$ cat src/design/assert_macros.svh
// Assertion shorthands used by the block's datapath.
// Each macro expects aclk and aresetn to be visible where it is used.
`ifndef ASSERT_MACROS_SVH
`define ASSERT_MACROS_SVH

// Consequent checked in the same cycle as the antecedent.
`define RFA_ASSERT_NOW(label, ante, cons, msg) \
    label: assert property (@(posedge aclk) disable iff (!aresetn) (ante) |-> (cons)) \
        else $error(msg);

// Consequent checked in the cycle after the antecedent.
`define RFA_ASSERT_NEXT(label, ante, cons, msg) \
    label: assert property (@(posedge aclk) disable iff (!aresetn) (ante) |=> (cons)) \
        else $error(msg);

`endif

$ cat src/design/rfa_pkg.sv
`timescale 1ns / 1ps
// ----------------------------------------------------------------------------
// rfa_pkg
// Shared constants, operation codes and controller/datapath interface types
// for the rational fraction ALU.
// ----------------------------------------------------------------------------
package rfa_pkg;

    // Operand bits that are used; upper port bits are ignored.
    localparam int IN_W     = 32;
    localparam int PROD_W   = 2 * IN_W;
    localparam int WORD_W   = 64;
    localparam int DEN_W    = 63;
    localparam int SHIFT_W  = 6;
    localparam int DIV_CNT_W = 6;

    localparam logic [1:0] OP_ADD = 2'd0;
    localparam logic [1:0] OP_SUB = 2'd1;
    localparam logic [1:0] OP_MUL = 2'd2;
    localparam logic [1:0] OP_DIV = 2'd3;

    // Which cross product the shared multiplier forms.
    localparam logic [1:0] MUL_P0 = 2'd0;
    localparam logic [1:0] MUL_P1 = 2'd1;
    localparam logic [1:0] MUL_P2 = 2'd2;

    localparam logic [DIV_CNT_W-1:0] DIV_LAST = '1;

    typedef enum logic [3:0] {
        ST_IDLE,
        ST_MUL,
        ST_SUM,
        ST_NORM,
        ST_GCD,
        ST_DIVN,
        ST_DSWAP,
        ST_DIVD,
        ST_FIN
    } state_t;

    typedef struct packed {
        logic       load;
        logic       mul_en;
        logic [1:0] mul_sel;
        logic       sum_en;
        logic       gcd_init;
        logic       gcd_step;
        logic       div_init;
        logic       div_den;
        logic       div_step;
        logic       out_load;
    } cmd_t;

    typedef struct packed {
        logic dz;
        logic ovf;
        logic num_zero;
        logic gcd_done;
    } sts_t;

    // Two's complement pattern of a sign and magnitude pair.
    function automatic logic [WORD_W-1:0] to_tc(input logic [WORD_W-1:0] mag,
                                                input logic neg);
        return neg ? (~mag + 1'b1) : mag;
    endfunction

endpackage

$ cat src/design/rfa_datapath.sv
`timescale 1ns / 1ps
// ----------------------------------------------------------------------------
// rfa_datapath
// Operand registers, shared multiplier, cross-product sum, binary gcd engine,
// restoring divider and the result register.
// ----------------------------------------------------------------------------
`include "assert_macros.svh"

module rfa_datapath
    import rfa_pkg::*;
(
    input  logic                     aclk,
    input  logic                     aresetn,
    input  cmd_t                     cmd,
    output sts_t                     sts,
    input  logic [1:0]               in_req_type,
    input  logic signed [31:0]       in_a_num,
    input  logic signed [31:0]       in_a_den,
    input  logic signed [31:0]       in_b_num,
    input  logic signed [31:0]       in_b_den,
    output logic signed [WORD_W-1:0] res_num,
    output logic [DEN_W-1:0]         res_den,
    output logic                     res_div_zero,
    output logic                     res_overflow
);

    logic [1:0]        op_reg;
    logic [IN_W-1:0]   an_reg, ad_reg, bn_reg, bd_reg;
    logic              an_neg_reg, ad_neg_reg, bn_neg_reg, bd_neg_reg;
    logic              dz_reg;
    logic [WORD_W-1:0] pm_reg [3];
    logic              ps_reg [3];
    logic [WORD_W-1:0] num_reg;
    logic              ovf_reg;
    logic [WORD_W-1:0] x_reg, y_reg, nm_reg, dm_reg, g_reg;
    logic [SHIFT_W-1:0] k_reg;
    logic              rneg_reg;
    logic [WORD_W-1:0] rem_reg, q_reg, nq_reg;
    logic signed [WORD_W-1:0] res_num_reg;
    logic [DEN_W-1:0]  res_den_reg;
    logic              res_dz_reg, res_ovf_reg;

    logic [IN_W-1:0]   an_v, ad_v, bn_v, bd_v;
    logic [IN_W-1:0]   ma, mb;
    logic              sa, sb;
    logic [PROD_W-1:0] prod;
    logic [WORD_W-1:0] t0, t1, sum;
    logic              sum_ovf;
    logic [WORD_W:0]   rem_sh, rem_diff;
    logic              rem_ge;

    assign an_v = in_a_num[IN_W-1:0];
    assign ad_v = in_a_den[IN_W-1:0];
    assign bn_v = in_b_num[IN_W-1:0];
    assign bd_v = in_b_den[IN_W-1:0];

    // Operand selection for the shared multiplier.
    always_comb begin
        ma = ad_reg;
        sa = ad_neg_reg;
        mb = bd_reg;
        sb = bd_neg_reg;
        case (cmd.mul_sel)
            MUL_P0: begin
                ma = an_reg;
                sa = an_neg_reg;
                mb = (op_reg == OP_MUL) ? bn_reg : bd_reg;
                sb = (op_reg == OP_MUL) ? bn_neg_reg : bd_neg_reg;
            end
            MUL_P1: begin
                mb = bn_reg;
                sb = bn_neg_reg;
            end
            default: begin
                mb = (op_reg == OP_DIV) ? bn_reg : bd_reg;
                sb = (op_reg == OP_DIV) ? bn_neg_reg : bd_neg_reg;
            end
        endcase
    end

    assign prod = PROD_W'(ma) * PROD_W'(mb);

    // Cross-product sum with signed overflow detection.
    assign t0 = to_tc(pm_reg[0], ps_reg[0]);
    assign t1 = to_tc(pm_reg[1], ps_reg[1] ^ (op_reg == OP_SUB));
    assign sum = t0 + t1;
    assign sum_ovf = (t0[WORD_W-1] == t1[WORD_W-1]) && (sum[WORD_W-1] != t0[WORD_W-1]);

    // Restoring division step.
    assign rem_sh   = {rem_reg, q_reg[WORD_W-1]};
    assign rem_diff = rem_sh - {1'b0, g_reg};
    assign rem_ge   = !rem_diff[WORD_W];

    always_ff @(posedge aclk) begin
        if (cmd.load) begin
            op_reg     <= in_req_type;
            an_neg_reg <= an_v[IN_W-1];
            ad_neg_reg <= ad_v[IN_W-1];
            bn_neg_reg <= bn_v[IN_W-1];
            bd_neg_reg <= bd_v[IN_W-1];
            an_reg     <= an_v[IN_W-1] ? (~an_v + 1'b1) : an_v;
            ad_reg     <= ad_v[IN_W-1] ? (~ad_v + 1'b1) : ad_v;
            bn_reg     <= bn_v[IN_W-1] ? (~bn_v + 1'b1) : bn_v;
            bd_reg     <= bd_v[IN_W-1] ? (~bd_v + 1'b1) : bd_v;
            dz_reg     <= (ad_v == '0) || (bd_v == '0) ||
                          ((in_req_type == OP_DIV) && (bn_v == '0));
        end

        if (cmd.mul_en) begin
            pm_reg[cmd.mul_sel] <= WORD_W'(prod);
            ps_reg[cmd.mul_sel] <= sa ^ sb;
        end

        if (cmd.sum_en) begin
            if ((op_reg == OP_ADD) || (op_reg == OP_SUB)) begin
                num_reg <= sum;
                ovf_reg <= sum_ovf;
            end else begin
                num_reg <= t0;
                ovf_reg <= 1'b0;
            end
        end

        if (cmd.gcd_init) begin
            x_reg    <= num_reg[WORD_W-1] ? (~num_reg + 1'b1) : num_reg;
            nm_reg   <= num_reg[WORD_W-1] ? (~num_reg + 1'b1) : num_reg;
            y_reg    <= pm_reg[2];
            dm_reg   <= pm_reg[2];
            k_reg    <= '0;
            rneg_reg <= num_reg[WORD_W-1] ^ ps_reg[2];
        end else if (cmd.gcd_step && !sts.gcd_done) begin
            if (!x_reg[0] && !y_reg[0]) begin
                x_reg <= x_reg >> 1;
                y_reg <= y_reg >> 1;
                k_reg <= k_reg + 1'b1;
            end else if (!x_reg[0]) begin
                x_reg <= x_reg >> 1;
            end else if (!y_reg[0]) begin
                y_reg <= y_reg >> 1;
            end else if (x_reg >= y_reg) begin
                x_reg <= x_reg - y_reg;
            end else begin
                y_reg <= y_reg - x_reg;
            end
        end

        if (cmd.div_init) begin
            rem_reg <= '0;
            if (cmd.div_den) begin
                nq_reg <= q_reg;
                q_reg  <= dm_reg;
            end else begin
                g_reg <= (x_reg | y_reg) << k_reg;
                q_reg <= nm_reg;
            end
        end else if (cmd.div_step) begin
            rem_reg <= rem_ge ? rem_diff[WORD_W-1:0] : rem_sh[WORD_W-1:0];
            q_reg   <= {q_reg[WORD_W-2:0], rem_ge};
        end

        if (cmd.out_load) begin
            res_num_reg <= '0;
            res_den_reg <= '0;
            res_dz_reg  <= 1'b0;
            res_ovf_reg <= 1'b0;
            if (dz_reg) begin
                res_dz_reg <= 1'b1;
            end else if (ovf_reg) begin
                res_ovf_reg <= 1'b1;
            end else if (num_reg == '0) begin
                res_den_reg <= DEN_W'(1);
            end else begin
                res_num_reg <= to_tc(nq_reg, rneg_reg);
                res_den_reg <= q_reg[DEN_W-1:0];
            end
        end
    end

    assign sts.dz       = dz_reg;
    assign sts.ovf      = ovf_reg;
    assign sts.num_zero = (num_reg == '0);
    assign sts.gcd_done = (x_reg == '0) || (y_reg == '0);

    assign res_num      = res_num_reg;
    assign res_den      = res_den_reg;
    assign res_div_zero = res_dz_reg;
    assign res_overflow = res_ovf_reg;

    `RFA_ASSERT_NOW(a_div_by_nonzero, cmd.div_step, g_reg != '0, "divider runs with zero gcd")
    `RFA_ASSERT_NEXT(a_flags_exclusive, cmd.out_load, !(res_dz_reg && res_ovf_reg), "both flags set")
    `RFA_ASSERT_NEXT(a_den_positive, cmd.out_load && !dz_reg && !ovf_reg, res_den_reg != '0,
        "valid result with zero denominator")

endmodule

$ cat config.mk
export PLATFORM = sky130hd
export DESIGN_NAME = rfa_datapath
export DESIGN_NICKNAME = d
export VERILOG_FILES = /design/src/design/rfa_pkg.sv /design/src/design/rfa_datapath.sv
export VERILOG_INCLUDE_DIRS = /design/src /design/src/design
export SDC_FILE = /design/constraint.sdc
export NUM_CORES = 2
export LEC_CHECK = 0
export BUFFER_PORTS_ARGS = -buffer_cell sky130_fd_sc_hd__buf_2
export CORE_MARGIN = 2
export CORE_UTILIZATION = 35
export DETAILED_ROUTE_END_ITERATION = 12
export PLACE_DENSITY = 0.5
export SYNTH_ARGS = -nofsm -noshare
export SYNTH_HDL_FRONTEND = slang
export SYNTH_SLANG_ARGS = --single-unit
$ cat constraint.sdc
create_clock -name aclk -period 11.65 [get_ports aclk]
set_input_delay 0.5825 -clock aclk [delete_from_list [all_inputs] [get_ports aclk]]
set_output_delay 0.5825 -clock aclk [all_outputs]
set_load 0.005 [all_outputs]
**Word-level counts from Yosys, hierarchy flattened**

Memories as Yosys holds them, arrays and structs flattened.
Index checks and enable logic that the tools add are counted.
W data, S select, Z words.

- Register bits after elaboration: 848
- Bits in writable memories: 195
- Output and inout bits: 133
- Word-level logic and storage cells: 143
- Memories: 2

Memories:

| name | words | width | read ports | clocked after memory_dff | wr ports | line | text |
|---|---|---|---|---|---|---|---|
| pm_reg | 3 | 64 | 3 | 0 | 1 | rfa_datapath.sv:31 | `logic [WORD_W-1:0] pm_reg [3];` |
| ps_reg | 3 | 1 | 3 | 0 | 1 | rfa_datapath.sv:32 | `logic ps_reg [3];` |

- Add/subtract/negate cells: 13
- $mul: 1
- Order comparisons: 1
- Equal/unequal tests: 10
- Shift operators: 1
- Multiplexer cells: 38
- Bitwise logic cells: 13
- Reductions and logical operators: 31

Operators by type and width:

| cell | number |
|---|---|
| $mux W64 | 21 |
| $add A64 B1 Y64 const B | 4 |
| $not A64 Y64 | 4 |
| $logic_not A64 Y1 | 3 |
| $add A32 B1 Y32 const B | 4 |
| $not A32 Y32 | 4 |
| $sub A64 B64 Y64 | 2 |
| $mux W31 | 4 |
| $logic_not A32 Y1 | 3 |
| $mux W32 | 3 |
| $sub A65 B64 Y65 | 1 |
| $add A64 B64 Y64 | 1 |
| $ge A64 B64 Y1 | 1 |
| $mul A32 B32 Y64 | 1 |
| $or A64 B64 Y64 | 1 |
| $pmux W32 S2 | 1 |
| $shl A64 B6 Y64 | 1 |
| $mux W1 | 8 |
| $ne A4 B2 Y1 const B | 2 |
| $reduce_and A2 Y1 | 4 |
| $add A6 B1 Y6 const B | 1 |
| $eq A2 B2 Y1 const B | 3 |
| $reduce_and A3 Y1 | 2 |
| $eq A2 B1 Y1 const B | 2 |
| 14 further kinds | 27 |

**Logic depth before layout (Yosys ltp)**

- Depth in word-level cells: 7
- Mapped depth: 35
- Depth with buffers taken out: 31

**Least setup slack after synthesis**

No wires, ideal clock.

- Path type: in2reg
- Start: input port cmd[8] (netlist name)
- End: memory pm_reg[0][50], data pin
- Arrival time: 8.855 ns
- Data required time: 11.376 ns
- Setup slack: 2.522 ns
- Cell stages on the path: 29
- Cells stage by stage: xnor2_1 > a21oi_1 > clkbuf_1 > clkbuf_1 > mux2i_1 > clkbuf_1 > nor2_1 > fa_1 > fa_1 > fa_1 > inv_1 > fa_1 > inv_1 > fa_1 > fa_1 > fa_1 > fa_1 > ha_1 > clkbuf_1 > a21o_1 > o21bai_1 > a2111oi_0 > o21ai_0 > o311ai_1 > nand3b_1 > a221oi_1 > o31ai_1 > a31oi_1 > xnor2_1

- Longest elaborated chain between the ends: 3
- Elaborated cells between the ends (all ways): 5
- Those cells by class: mul (1); eq/ne (1); mux (2); reduce/logical (1)

Ends and longest elaborated chain:

| element | line | text |
|---|---|---|
| start: declaration | rfa_datapath.sv:14 | `input cmd_t cmd,` |
| $eq A2 B1 Y1 or $logic_not A2 Y1 (tied branches) | rfa_datapath.sv:63 | `case (cmd.mul_sel)` |
| $pmux W32 S2 or $mux W32 (tied branches) | rfa_datapath.sv:63 |  |
| $mul A32 B32 Y64 * | rfa_datapath.sv:81 | `assign prod = PROD_W'(ma) * PROD_W'(mb);` |
| via prod[50] | rfa_datapath.sv:46 | `logic [PROD_W-1:0] prod;` |
| end: declaration | rfa_datapath.sv:31 |  |

The timed path passes the listed nets; every way through them passes the cells marked *.

**Final worst setup path**

- Start: register op_reg[0]
- End: memory pm_reg[1][63], data pin

- Longest elaborated chain between the ends: 4
- Elaborated cells between the ends (all ways): 6
- Those cells by class: mul (1); eq/ne (2); mux (3)

Ends and longest elaborated chain:

| element | line | text |
|---|---|---|
| start: declaration | rfa_datapath.sv:27 | `logic [1:0] op_reg;` |
| start signal: assignment | rfa_datapath.sv:96 | `op_reg <= in_req_type;` |
| $eq A2 B2 Y1 (on tied branches) | rfa_datapath.sv:75, rfa_datapath.sv:67 |  |
| $mux W32 (on tied branches) | rfa_datapath.sv:75, rfa_datapath.sv:67 |  |
| $pmux W32 S2 * | rfa_datapath.sv:63 |  |
| $mul A32 B32 Y64 * | rfa_datapath.sv:81 |  |
| via prod[63] | rfa_datapath.sv:46 |  |

Marks and branches as above.

==> run metrics <==
Starting DRT DRC Count 6569; Mapped Nets 11.9k; ys async rst share 0%; Final Setup Violations 0; first-pass GRT wire length 534 mm; synthesized area 98400 um2; Synth Flop Type edfxtp_1; minimum period implied by the final worst setup slack 10.89 ns; drt first pass iters 7; vias in the first global route 78.4k; P&R area growth vs syn 10.6%; Die Span Y 534 um; Synth area leaders edfxtp_1, fa_1, ha_1; clock skew 0.150 ns; share of layout cells above drive strength 1 9.06%; post-synth top area share 29.7%; Die Wd 534 um; RSZ-0062 raised after global routing false; Syn Area/Cell 9.58 um2; CTS Buf Count 125; io pins 276; GR Util All Layers 25.4%; DR vias 77.9k; Synth Warn # 0; clk slew on worst S/H paths 0.06 ns; vias per inst 5.47; clk_lat worst skew 0.94 ns; Worst Setup End Kind flip-flop; ANT nets after route 0; non-filler cells, final 14.2k; Yosys reg bits 1043; row count 194; Critical Path RT 12.26 ns; R2R depth 28; dominant cell type by area after synthesis edfxtp_1; postcts setup bufs 0; Setup TNS Final 0 ns; max FFs per register 192; CTS tree yes; DP HPWL 299 mm; most frequent cells in the layout inv_1, nor2_1, nand2_1; reg2reg start op_reg[0]$_DFFE_PP_; # DRC 0; PortBufs 274; max incr delay on CP 0.78 ns; WHS 0.0472 ns; Slew Viols, Final 0; fin crit share 93.5%; # Max-Cap Violations 0; clk root buf clkbuf_16; CP startpoint kind flip-flop; Longest Clk Path Bufs 4; GP Congestion 0.987; register area 30600 um2; commonest non-fill, non-tap cell in the layout inv_1; Distinct cells, synth 89; area of the multi-input gates 61600 um2; Max transition margin 13.7%; WL final 368 mm; Reg-to-Reg End pm_reg[1][63]$_DFFE_PP_; cells after synthesis 10.3k; CP max FO 24; placed insts 14.0k; Die ar. 285000 um2; HP Class input pin to flip-flop; cell type of the slowest stage on the worst timing path a2111oi_0; Max Clock Freq 0.0918 GHz; post-synthesis sequential area ratio 31.1%; Placeable Area 280000 um2; largest net degree at the start of global routing 131; Crit. Startpoint op_reg[0]$_DFFE_PP_; Layout Nets 12.0k; H-tree depth 3; Sink Count 1043; Post-synth EDFFs 973; total gr overflow 0; Initial Utilization 35.2%; Final Hold Viols 0; initial antenna violation count 23; Least-Margin Pin Slew 1.29 ns; status finished clean; CP Capture Point pm_reg[1][63]$_DFFE_PP_; R2R setup slack 0.76 ns; WS Path Type flip-flop to flip-flop; routed length per instance 25.8 um; crit path DAT 11.50 ns; fillers 27.9k; CP dominant cell by count fa_1
cell usage after synthesis, types with 96 or more instances:
| master | count |
|---|---|
| or3_1 | 96 |
| ha_1 | 591 |
| o31ai_1 | 137 |
| inv_1 | 1262 |
| o21ai_0 | 435 |
| xor2_1 | 184 |
| edfxtp_1 | 973 |
| nand2_1 | 1035 |
| mux2i_1 | 255 |
| nor2_1 | 1208 |
| xnor2_1 | 493 |
| a21o_1 | 125 |
| a221oi_1 | 100 |
| a21oi_1 | 573 |
| fa_1 | 900 |
| clkbuf_1 | 442 |
kinds of logic after synthesis:
kind of cell               Yosys count  synth area share, %
and+or+nand+nor                   3019                 13.5
AOI/OAI and AO/OA                 1881                 12.1
buffers and inverters             1764                 6.74
adders and majority gates         1491                 25.8
DFF                               1043                 31.1
xor gates and xnor gates           677                 6.03
muxes                              392                 4.71
area by class of cell:
class,count,share of cell area [%]
diodes,12,0.0276
clock buffers,153,3.06
clock inverters,74,0.551
inverters,1269,4.38
multi-input cells,7460,56.6
flip-flops and latches,1043,28.1
well taps,3724,4.28
repair buffers,501,2.93
metal layers:
| layer | vias to the layer above | track usage, % | part of all wire [%] |
|---|---|---|---|
| li1 | 35146 | - | - |
| met1 | 38684 | 31.7 | 40 |
| met2 | 3267 | 41.5 | 46 |
| met3 | 801 | 3.56 | 6.5 |
| met4 | 6 | 15.6 | 7.5 |
| met5 | - | 0 | 0.011 |
what timing repair did:
action                                 in CTS  in global routing
hold buffers                               14                  0
endpoints found under the hold margin      14                  0
resized for setup                           0                  0
through the flow:
stage / setup slack (ns) / cell area [um2] / utilization (%)
6_report: 0.757 / 109000 / 38.9
3_3_place_gp: 1.03 / 105000 / 37.5
2_1_floorplan: 2.52 / 98400 / -
5_1_grt: 0.523 / 109000 / 38.9
4_1_cts: 0.912 / 109000 / 38.9
3_5_place_dp: 0.827 / 105000 / 37.5
worst max-delay path, delay by kind of cell (launching register included):
family                   cells  cell delay, ns
AO/OA/AOI/OAI                9            3.35
XOR/XNOR                     2            0.60
adder cells (fa/ha/maj)      9            4.39
buffers and inverters        4            0.87
flip-flops                   1            0.57
multiplexers                 1            0.24
AND/OR/NAND/NOR              3            0.54
worst min path at each step:
stage                            startpoint              endpoint  depth (start not counted)
global placement    pm_reg[2][29]$_DFFE_PP_  dm_reg[29]$_DFFE_PP_                          0
global route                    in_b_num[0]   bn_reg[0]$_DFFE_PP_                          1
finish                          in_b_num[0]   bn_reg[0]$_DFFE_PP_                          1
floorplan           pm_reg[2][10]$_DFFE_PP_  dm_reg[10]$_DFFE_PP_                          0
detailed placement  pm_reg[2][21]$_DFFE_PP_  dm_reg[21]$_DFFE_PP_                          0
CTS                            in_b_den[14]  bd_reg[14]$_DFFE_PP_                          2
Power is not shown: default switching activity piles up to over one toggle a cycle in this logic, so the estimate is an artifact.
