--- src/design/assert_macros.svh ---
// Assertion shorthands used by the block's datapath.
// Each macro expects aclk and aresetn to be visible where it is used.
`ifndef ASSERT_MACROS_SVH
`define ASSERT_MACROS_SVH

// Consequent checked in the same cycle as the antecedent.
`define RFA_ASSERT_NOW(label, ante, cons, msg) \
    label: assert property (@(posedge aclk) disable iff (!aresetn) (ante) |-> (cons)) \
        else $error(msg);

// Consequent checked in the cycle after the antecedent.
`define RFA_ASSERT_NEXT(label, ante, cons, msg) \
    label: assert property (@(posedge aclk) disable iff (!aresetn) (ante) |=> (cons)) \
        else $error(msg);

`endif

--- src/design/rfa_pkg.sv ---
`timescale 1ns / 1ps
// ----------------------------------------------------------------------------
// rfa_pkg
// Shared constants, operation codes and controller/datapath interface types
// for the rational fraction ALU.
// ----------------------------------------------------------------------------
package rfa_pkg;

    // Operand bits that are used; upper port bits are ignored.
    localparam int IN_W     = 32;
    localparam int PROD_W   = 2 * IN_W;
    localparam int WORD_W   = 64;
    localparam int DEN_W    = 63;
    localparam int SHIFT_W  = 6;
    localparam int DIV_CNT_W = 6;

    localparam logic [1:0] OP_ADD = 2'd0;
    localparam logic [1:0] OP_SUB = 2'd1;
    localparam logic [1:0] OP_MUL = 2'd2;
    localparam logic [1:0] OP_DIV = 2'd3;

    // Which cross product the shared multiplier forms.
    localparam logic [1:0] MUL_P0 = 2'd0;
    localparam logic [1:0] MUL_P1 = 2'd1;
    localparam logic [1:0] MUL_P2 = 2'd2;

    localparam logic [DIV_CNT_W-1:0] DIV_LAST = '1;

    typedef enum logic [3:0] {
        ST_IDLE,
        ST_MUL,
        ST_SUM,
        ST_NORM,
        ST_GCD,
        ST_DIVN,
        ST_DSWAP,
        ST_DIVD,
        ST_FIN
    } state_t;

    typedef struct packed {
        logic       load;
        logic       mul_en;
        logic [1:0] mul_sel;
        logic       sum_en;
        logic       gcd_init;
        logic       gcd_step;
        logic       div_init;
        logic       div_den;
        logic       div_step;
        logic       out_load;
    } cmd_t;

    typedef struct packed {
        logic dz;
        logic ovf;
        logic num_zero;
        logic gcd_done;
    } sts_t;

    // Two's complement pattern of a sign and magnitude pair.
    function automatic logic [WORD_W-1:0] to_tc(input logic [WORD_W-1:0] mag,
                                                input logic neg);
        return neg ? (~mag + 1'b1) : mag;
    endfunction

endpackage

--- src/design/rfa_controller.sv ---
`timescale 1ns / 1ps
// ----------------------------------------------------------------------------
// rfa_controller
// Sequencer for one item: multiply, sum, gcd, two divisions, result hand-off.
// ----------------------------------------------------------------------------
module rfa_controller
    import rfa_pkg::*;
(
    input  logic aclk,
    input  logic aresetn,
    input  logic s_valid,
    output logic s_ready,
    output logic m_valid,
    input  logic m_ready,
    input  sts_t sts,
    output cmd_t cmd
);

    state_t               state_reg, state_next;
    logic [DIV_CNT_W-1:0] cnt_reg, cnt_next;
    logic                 m_valid_reg, m_valid_next;
    logic                 slot_free;

    always_ff @(posedge aclk) begin
        if (!aresetn) begin
            state_reg   <= ST_IDLE;
            cnt_reg     <= '0;
            m_valid_reg <= 1'b0;
        end else begin
            state_reg   <= state_next;
            cnt_reg     <= cnt_next;
            m_valid_reg <= m_valid_next;
        end
    end

    // The result register may be refilled once its item has been taken.
    assign slot_free = !m_valid_reg || m_ready;
    assign m_valid   = m_valid_reg;

    always_comb begin
        state_next   = state_reg;
        cnt_next     = cnt_reg;
        m_valid_next = m_valid_reg && !m_ready;
        cmd          = '0;
        cmd.mul_sel  = cnt_reg[1:0];
        s_ready      = 1'b0;
        case (state_reg)
            ST_IDLE: begin
                s_ready = 1'b1;
                if (s_valid) begin
                    cmd.load   = 1'b1;
                    cnt_next   = '0;
                    state_next = ST_MUL;
                end
            end
            ST_MUL: begin
                if (sts.dz) begin
                    if (slot_free) begin
                        cmd.out_load = 1'b1;
                        m_valid_next = 1'b1;
                        state_next   = ST_IDLE;
                    end
                end else begin
                    cmd.mul_en = 1'b1;
                    if (cnt_reg[1:0] == MUL_P2) begin
                        cnt_next   = '0;
                        state_next = ST_SUM;
                    end else begin
                        cnt_next = cnt_reg + 1'b1;
                    end
                end
            end
            ST_SUM: begin
                cmd.sum_en = 1'b1;
                state_next = ST_NORM;
            end
            ST_NORM: begin
                if (sts.ovf || sts.num_zero) begin
                    if (slot_free) begin
                        cmd.out_load = 1'b1;
                        m_valid_next = 1'b1;
                        state_next   = ST_IDLE;
                    end
                end else begin
                    cmd.gcd_init = 1'b1;
                    state_next   = ST_GCD;
                end
            end
            ST_GCD: begin
                if (sts.gcd_done) begin
                    cmd.div_init = 1'b1;
                    cnt_next     = '0;
                    state_next   = ST_DIVN;
                end else begin
                    cmd.gcd_step = 1'b1;
                end
            end
            ST_DIVN: begin
                cmd.div_step = 1'b1;
                cnt_next     = cnt_reg + 1'b1;
                if (cnt_reg == DIV_LAST) begin
                    state_next = ST_DSWAP;
                end
            end
            ST_DSWAP: begin
                cmd.div_init = 1'b1;
                cmd.div_den  = 1'b1;
                cnt_next     = '0;
                state_next   = ST_DIVD;
            end
            ST_DIVD: begin
                cmd.div_step = 1'b1;
                cnt_next     = cnt_reg + 1'b1;
                if (cnt_reg == DIV_LAST) begin
                    state_next = ST_FIN;
                end
            end
            ST_FIN: begin
                if (slot_free) begin
                    cmd.out_load = 1'b1;
                    m_valid_next = 1'b1;
                    state_next   = ST_IDLE;
                end
            end
            default: begin
                state_next = ST_IDLE;
            end
        endcase
    end

endmodule

--- config.mk ---
export PLATFORM = sky130hd
export DESIGN_NAME = rfa_controller
export DESIGN_NICKNAME = d
export VERILOG_FILES = /design/src/design/assert_macros.svh /design/src/design/rfa_pkg.sv /design/src/design/rfa_controller.sv
export SDC_FILE = /design/constraint.sdc
export NUM_CORES = 1
export LEC_CHECK = 0
export CAP_MARGIN = 0
export CORE_UTILIZATION = 60
export CTS_CLUSTER_SIZE = 16
export DETAILED_ROUTE_END_ITERATION = 16
export DONT_BUFFER_PORTS = 1
export GPL_ROUTABILITY_DRIVEN = 0
export PLACE_DENSITY = 0.74
export SYNTH_ARGS = -nofsm -noshare
export SYNTH_HDL_FRONTEND = slang
export SYNTH_SLANG_ARGS = --single-unit
--- constraint.sdc ---
create_clock -name aclk -period 4.2 [get_ports aclk]
set_input_delay 0.84 -clock aclk [delete_from_list [all_inputs] [get_ports aclk]]
set_output_delay 0.84 -clock aclk [all_outputs]
set_load 0.03 [all_outputs]
== Yosys cells after proc, flatten, opt, wreduce, memory -nomap -nowiden ==
Index checks and enable logic that the tools add are counted.

* Logic and storage cells: 66
* Register bits after elaboration: 11
* Output and inout bits: 13
* Input port bits: 8

* Mux-type cells: 36
* Equal/unequal tests: 16
* Reductions and logical operators: 10
* Add/sub/neg operators: 1

{| class="wikitable"
|+ Operator list
! kind !! number
|-
| $pmux 4 s9 || 1
|-
| $mux 4 || 8
|-
| $pmux 6 s5 || 1
|-
| $mux 6 || 4
|-
| $mux 1 || 19
|-
| $eq 4x3->1 const B || 4
|-
| $ne 2x2->1 const B || 5
|-
| $eq 4x2->1 const B || 2
|-
| $add 6x1->6 const B || 1
|-
| $eq 6x6->1 const B || 1
|-
| $pmux 1 s3 || 2
|-
| $reduce_and 5->1 || 1
|-
| $reduce_bool 5->1 || 1
|-
| $eq 4x1->1 const B || 1
|-
| $eq 4x4->1 const B || 1
|-
| $logic_not 4->1 || 1
|-
| $reduce_and 4->1 || 1
|-
| $ne 3x3->1 const B || 1
|-
| $eq 2x2->1 const B || 1
|-
| $logic_not 1->1 || 2
|-
| $logic_or 1x1->1 || 2
|-
| $pmux 1 s2 || 1
|-
| $reduce_or 2->1 || 1
|-
| $logic_and 1x1->1 || 1
|}

== Depth between registers and ports, before layout ==
Gate-level depths: netlist of run 1.

* Depth in word-level cells: 5
* Gate-level depth with buffers: 6
* Mapped depth without buffers: 6

== Least setup slack after synthesis of run 1 ==
Ideal clock, no wire load.

* Kind: in2out
* From: in sts[1] (netlist bit)
* To: out cmd[5] (netlist bit)
* Stages: 1
* Data required time: 3.360 ns
* Path buffers: 0
* Slack: 1.454 ns
* Arrival time: 1.906 ns
* Path through: nor4_1

* Longest elaborated chain between the ends: 3

{| class="wikitable"
|+ RTL lines
! element !! line !! text
|-
| start: declaration || rfa_controller.sv:15 || <nowiki>input sts_t sts,</nowiki>
|-
| $logic_or 1x1->1 || rfa_controller.sv:78 || <nowiki>if (sts.ovf || sts.num_zero) begin</nowiki>
|-
| $mux 1 || rfa_controller.sv:78 ||
|-
| $mux 1 || rfa_controller.sv:47 || <nowiki>case (state_reg)</nowiki>
|-
| end: declaration || rfa_controller.sv:16 || <nowiki>output cmd_t cmd</nowiki>
|}

No other way between the ends.

==> results.py, run 1 <==
metrics = {
    "logic_synthesis": {
        "synth_area_um2": 831,
        "yosysWarnings": 0,
        "ys_types": 37,
        "synth_top_cell_by_area": "dfxtp_1",
        "syn-num-nets": 121,
        "syn_inst": 109,
        "async_reset_ff_share_pct": 0,
        "avgSynthCellArea_um2": 7.62,
        "ys.flop_type": "dfxtp_1",
        "synth_top_area_share_pct": 26.5,
        "ys_seq_area_share_pct": 26.5,
        "synth-edff-count": 0,
        "ys_seq_elements": 11,
        "synthTopCellsByArea": "dfxtp_1 (27%), nand2b_1 (6.8%), ha_1 (6.0%), nor3_1 (6.0%), nor2_1 (4.1%)",
    },
    "floorplanning": {
        "floorplan.initialDensity_pct": 63.8,
        "die_h_um": 39.2,
        "rows": 13,
        "coreArea_um2": 1300,
        "dieWidth_um": 39.2,
        "die-area_um2": 1540,
        "io_pins": 21,
    },
    "worst_setup_path": {
        "critPathBufInv": 0,
        "worstSetupPathType": "flop to primary output",
        "cp.required_ps": 3360,
        "r2r-end": "state_reg[1]",
        "cp-end-kind": "primary output",
        "r2r-start": "state_reg[1]",
        "path_max_fanout": 14,
        "critPathMaxStageDelay_ps": 580,
        "crit_family": "simple AND/OR/NAND/NOR gates",
        "arrival_ps": 1960,
        "crit_chain": "nand2b_1 -> o32a_1 -> nor2_1",
        "rr_worst_depth": 4,
        "cp-start-kind": "flop",
        "rrSetupSlack_ps": 2090,
        "crit_path_top_delay_cell": "dfxtp_1",
    },
    "pwr": {
        "p_seq_share_pct": 46.7,
        "power_frac_comb_pct": 23.3,
        "swShare_pct": 35.0,
        "switchingPower_mw": 0.0894,
        "power_density_nw_per_um2": 303,
        "p_leak_nw": 0.300,
        "clock_power_share_pct": 30.1,
        "intPower_mw": 0.166,
        "ir_worst_vdd_mv": 0.143,
    },
    "global_route": {
        "track_usage_pct": 24.6,
        "grt_remaining_overflow": 0,
        "antenna_found_initial": 0,
        "grt_pass1_wl_um": 2560,
        "grt_max_degree": 20,
        "first_global_vias": 629,
    },
    "clock_tree": {
        "post_cts_buffers": 0,
        "root_buffer": "clkbuf_4",
        "cts_tree": "done",
        "htreeDepth": 1,
        "post_cts_resized": 0,
        "clkSinkCount": 11,
        "clock_latency_ps": 270,
        "cts_made_buffers": 3,
        "holdBufCountCts": 0,
        "path_clk_slew_ps": 70,
        "clk_path_buf_depth": 2,
    },
    "outcome": {
        "status": "complete, no violations",
    },
    "sta": {
        "skew_ps": 5.44,
        "slew_violations": 0,
        "tns_ps": 0,
        "hold_viol_final": 0,
        "period_minus_slack_ps": 2800,
        "slew_headroom_pct": 31.8,
        "rsz0062_at_grt": "false",
        "setup_viol": 0,
        "worstMarginPinSlew_ps": 1010,
        "holdWs_ps": 489,
        "timing.fmax_ghz": 0.358,
        "post-route-period-util_pct": 66.6,
    },
    "layout": {
        "largest_reg_flops": 6,
        "syn_to_final_growth_pct": 1.66,
        "n_fill_cell": 124,
        "fin_nets": 120,
        "layout-drive-gt1-share_pct": 6.54,
        "antennaDiodeCount": 0,
    },
    "drt": {
        "drt_wl_total_um": 1810,
        "viasPerCell": 6.48,
        "vias": 791,
        "drtIter0Drc": 16,
        "ant_nets": 0,
        "first_pass_iters": 4,
        "wl_per_cell_um": 14.8,
        "post-route-drc-count": 0,
    },
    "place": {
        "numPortBuffers": 0,
        "dp_hpwl_um": 1270,
    },
    "worst_hold_path": {
        "worstHoldPathType": "flop to flop",
        "holdPathEnd": "cnt_reg[5]",
        "holdPathStages": 2,
        "hold_start": "cnt_reg[5]",
    },
    "flow_run": {
        "maxCapViolations": 0,
    },
}
synth_stat cells, types with 3 or more instances:
| master | n |
|---|---|
| dfxtp_1 | 11 |
| nor3_1 | 10 |
| nand2b_1 | 9 |
| nor2_1 | 9 |
| nand2_1 | 7 |
| o21ai_0 | 5 |
| clkbuf_1 | 4 |
| ha_1 | 4 |
| o21a_1 | 4 |
| a211oi_1 | 3 |
| a21oi_1 | 3 |
| inv_1 | 3 |
| nand3_1 | 3 |
stage by stage:
| stage | area, um^2 | total power, mW | setup slack, ps | utilization, % | instances |
|---|---|---|---|---|---|
| 5_1_grt | 845 | 0.265 | 1310 | 64.9 | 122 |
| 3_3_place_gp | 818 | 0.179 | 1700 | 62.9 | 118 |
| 3_5_place_dp | 818 | 0.181 | 1700 | 62.9 | 118 |
| 6_report | 845 | 0.256 | 1400 | 64.9 | 122 |
| 4_1_cts | 845 | 0.255 | 1430 | 64.9 | 122 |
| 2_1_floorplan | 831 | 0.172 | 1450 | - | 109 |
area by class of cell:
class | count | area [um^2] | share of cell area (%)
timing repair buffer | 2 | 15.0 | 1.78
multi-input combinational | 87 | 553 | 65.5
clock buffer | 4 | 26.3 | 3.11
sequential | 11 | 220 | 26.1
tap | 15 | 18.8 | 2.22
inverter | 3 | 11.3 | 1.33
logic make-up after synthesis:
kind of cell | Yosys count | share of synthesized area [%]
buffers and inverters | 11 | 6.93
multiplexers | 1 | 1.20
AND/OR/NAND/NOR | 51 | 32.7
AO/OA/AOI/OAI | 31 | 26.7
flip-flops | 11 | 26.5
adder cells (fa/ha/maj) | 4 | 6.02
worst min-delay path, cell delays in order, from the launching register on:
cell and delay [ps]:
dfxtp_1 320, nand2_1 50, o32ai_1 70
power by group through the flow:
| stage | logic, mW | clock network [mW] | registers, mW |
|---|---|---|---|
| 6_report | 0.0595 | 0.0769 | 0.119 |
| 5_1_grt | 0.0643 | 0.0809 | 0.120 |
| 4_1_cts | 0.0592 | 0.0765 | 0.119 |
| 3_5_place_dp | 0.0589 | 0 | 0.122 |
| 3_3_place_gp | 0.0573 | 0 | 0.121 |
| 2_1_floorplan | 0.0570 | 0 | 0.115 |
cells in the final DEF (no fill, tap or decap):
cell      count
nand3_1       3
a2111o_1      1
o22ai_1       2
nand3b_1      2
and3_1        1
nor3_1       10
and2_1        2
a31oi_1       1
clkbuf_1      1
o311ai_0      1
a22oi_1       2
o21ba_2       1
a211oi_1      3
a21oi_1       3
ha_1          4
mux2i_1       1
nand2_1       7
nand2b_1      9
buf_4         2
clkbuf_4      3
o21a_1        4
dfxtp_1      11
o32a_1        1
and3b_1       1
nor4_1        2
o32ai_1       2
nor2b_1       1
or2_2         1
o21ai_0       5
nor3b_1       1
nor2_1        9
o31ai_1       1
or4_1         2
inv_1         3
a21boi_1      2
a21o_1        2
worst max path at each step:
stage | start | to | slack [ps] | depth (start not counted)
after global routing | state_reg[0] | cmd[0] | 1310 | 3
after global placement | sts[2] | cmd[0] | 1700 | 3
after detailed placement | sts[2] | cmd[0] | 1700 | 3
after floorplan | sts[1] | cmd[5] | 1450 | 1
final | state_reg[0] | cmd[0] | 1400 | 3
after CTS | state_reg[0] | cmd[0] | 1430 | 3
routing by layer:
| metal | global-route usage, % | wire, um |
|---|---|---|
| met5 | 0 | 0 |
| met3 | 5.78 | 66 |
| met2 | 42.5 | 880 |
| met1 | 28.4 | 852 |
| met4 | 10.3 | 12 |
Power figures use the tool's default switching activity.
==> run 2: changes to the inputs <==
ABC_AREA = 1   (was unset)
CORE_UTILIZATION = 55   (was 60)
PLACE_DENSITY = 0.71   (was 0.74)
clock period = 2.55 ns   (was 4.2 ns; I/O delays follow)
==> results.py, run 2 <==
metrics = {
    "pwr": {
        "power_density_nw_per_um2": 534,
        "p_leak_nw": 0.474,
        "ir_worst_vdd_mv": 0.259,
        "p_seq_share_pct": 43.6,
        "total_power_mw": 0.491,
        "swShare_pct": 40.6,
        "power_frac_comb_pct": 32.5,
        "switchingPower_mw": 0.199,
        "intPower_mw": 0.292,
        "clock_power_share_pct": 23.9,
    },
    "sta": {
        "post-route-period-util_pct": 82.1,
        "period_minus_slack_ps": 2090,
        "worstMarginPinSlew_ps": 540,
        "timing.fmax_ghz": 0.478,
        "skew_ps": 2.29,
        "rsz0062_at_grt": "false",
        "tns_ps": 0,
        "slew_headroom_pct": 63.9,
        "hold_viol_final": 0,
        "setup_viol": 0,
        "slew_violations": 0,
    },
    "clock_tree": {
        "clkSinkCount": 11,
        "post_cts_buffers": 0,
        "post_cts_resized": 0,
        "cts_tree": "done",
        "htreeDepth": 1,
        "clk_path_buf_depth": 2,
        "holdBufCountCts": 0,
        "clock_latency_ps": 260,
        "cts_made_buffers": 3,
        "root_buffer": "clkbuf_4",
        "path_clk_slew_ps": 70,
    },
    "worst_setup_path": {
        "cp-start-kind": "flop",
        "rr_worst_depth": 10,
        "endpoint": "cmd[0]",
        "critPathMaxStageDelay_ps": 380,
        "arrival_ps": 1580,
        "cp.required_ps": 2040,
        "r2r-end": "cnt_reg[4]",
        "cp-end-kind": "primary output",
        "crit_family": "simple AND/OR/NAND/NOR gates",
        "r2r-start": "cnt_reg[0]",
        "crit_chain": "nor2_4 -> nand2_1 -> a21oi_1 -> nand2_1 -> nand2_1 -> nand2_1 -> inv_1",
        "crit_cells": 7,
        "worstSetupPathType": "flop to primary output",
        "crit_path_top_delay_cell": "dfxtp_1",
        "startpoint": "state_reg[3]",
        "rrSetupSlack_ps": 900,
        "cp_common_cell": "nand2_1",
        "critPathBufInv": 1,
        "path_max_fanout": 8,
    },
    "layout": {
        "seqCellArea_um2": 220,
        "mostFrequentLayoutCells": "nand2_1 (33), inv_1 (27), nor2_1 (11), dfxtp_1 (11), nand3_1 (9)",
        "syn_to_final_growth_pct": 4.41,
        "fin_nets": 157,
        "largest_reg_flops": 6,
        "n_fill_cell": 143,
        "layout_commonest_cell": "nand2_1",
        "multiInputGateArea_um2": 517,
        "antennaDiodeCount": 0,
        "layout-drive-gt1-share_pct": 14.6,
    },
    "logic_synthesis": {
        "synth-edff-count": 0,
        "yosysMostFrequentCell": "nand2_1",
        "synthTopCellsByArea": "dfxtp_1 (25%), nand2_1 (14%), inv_1 (12%), ha_1 (5.7%), nand3_1 (5.1%)",
        "synth_area_um2": 880,
        "syn-num-nets": 153,
        "synth_top_cell_by_area": "dfxtp_1",
        "ys_seq_area_share_pct": 25.0,
        "syn_inst": 141,
        "ys.flop_type": "dfxtp_1",
        "yosysWarnings": 0,
        "synth_commonest_cells": "nand2_1 (33), inv_1 (27), dfxtp_1 (11), nor2_1 (11), nand3_1 (9)",
        "avgSynthCellArea_um2": 6.24,
        "ys_types": 22,
        "async_reset_ff_share_pct": 0,
        "ys_seq_elements": 11,
        "synth_top_area_share_pct": 25.0,
    },
    "drt": {
        "viasPerCell": 5.29,
        "drtIter0Drc": 18,
        "drt_wl_total_um": 1720,
        "wl_per_cell_um": 10.8,
        "vias": 847,
        "post-route-drc-count": 0,
        "ant_nets": 0,
        "first_pass_iters": 4,
    },
    "floorplanning": {
        "die_h_um": 42.0,
        "die-area_um2": 1760,
        "dieWidth_um": 42.0,
        "coreArea_um2": 1510,
        "rows": 14,
        "io_pins": 21,
        "floorplan.initialDensity_pct": 58.4,
    },
    "flow_run": {
        "maxCapViolations": 0,
    },
    "place": {
        "numPortBuffers": 0,
        "dp_hpwl_um": 1430,
    },
    "global_route": {
        "grt_pass1_wl_um": 2900,
        "first_global_vias": 688,
        "grt_remaining_overflow": 0,
        "track_usage_pct": 20.9,
        "grt_max_degree": 9,
        "antenna_found_initial": 0,
    },
    "worst_hold_path": {
        "holdPathStages": 2,
        "worstHoldPathType": "input port to flop",
    },
    "outcome": {
        "status": "complete, no violations",
    },
}
==> run 2: changes by cell type after synthesis, moves of 5 or more <==
cell	delta
nor3_1	-5
inv_1	+24
nand2_1	+26
nand2b_1	-9
nand3_1	+6
nand4_1	+5
==> run 2: power by group through the flow <==
stage               sequential (mW)  combinational, mW  clock (mW)
floorplan                     0.198              0.161           0
finish                        0.214              0.160       0.117
CTS                           0.214              0.160       0.119
detailed placement            0.218              0.159           0
global placement              0.217              0.158           0
global route                  0.217              0.182       0.128
==> run 2: how the worst min path moves through the flow <==
stage	start	to	slack [ps]
after floorplan	cnt_reg[3]	cnt_reg[3]	490
after global placement	cnt_reg[3]	cnt_reg[3]	510
after detailed placement	cnt_reg[3]	cnt_reg[3]	530
after CTS	aresetn	cnt_reg[1]	380
after global routing	aresetn	cnt_reg[1]	410
final	aresetn	cnt_reg[1]	380
==> run 2: cells by family (layout without fill, tap and decap cells) <==
group	after synthesis	in the layout	synth area share (%)
AOI/OAI and AO/OA	15	15	9.96
adders and majority gates	4	4	5.69
buffers and inverters	35	38	16.2
DFF	11	11	25.0
and+or+nand+nor	76	76	43.1
==> run 2: metrics by stage <==
stage          hold WS, ps  instances  cell area (um^2)  worst slack, ps  utilization [%]
6_report               384        160               918              458             61.0
5_1_grt                408        160               918              298             61.0
3_5_place_dp           529        156               892              743             59.2
2_1_floorplan          489        141               880              682                -
3_3_place_gp           512        156               892              798             59.2
4_1_cts                381        160               918              456             61.0
==> run 2: layout make-up <==
class | count | area share, %
multi-input combinational | 95 | 56.3
sequential | 11 | 24.0
inverter | 32 | 13.1
clock buffer | 4 | 2.86
tap | 16 | 2.18
timing repair buffer | 2 | 1.63
==> run 2: metal layers <==
layer	share of wire, %	global-route usage, %	vias up
met5	0	0	-
met4	0.64	7.10	0
met3	4.2	3.88	2
met2	44	30.9	24
met1	51	30.4	375
li1	-	-	446
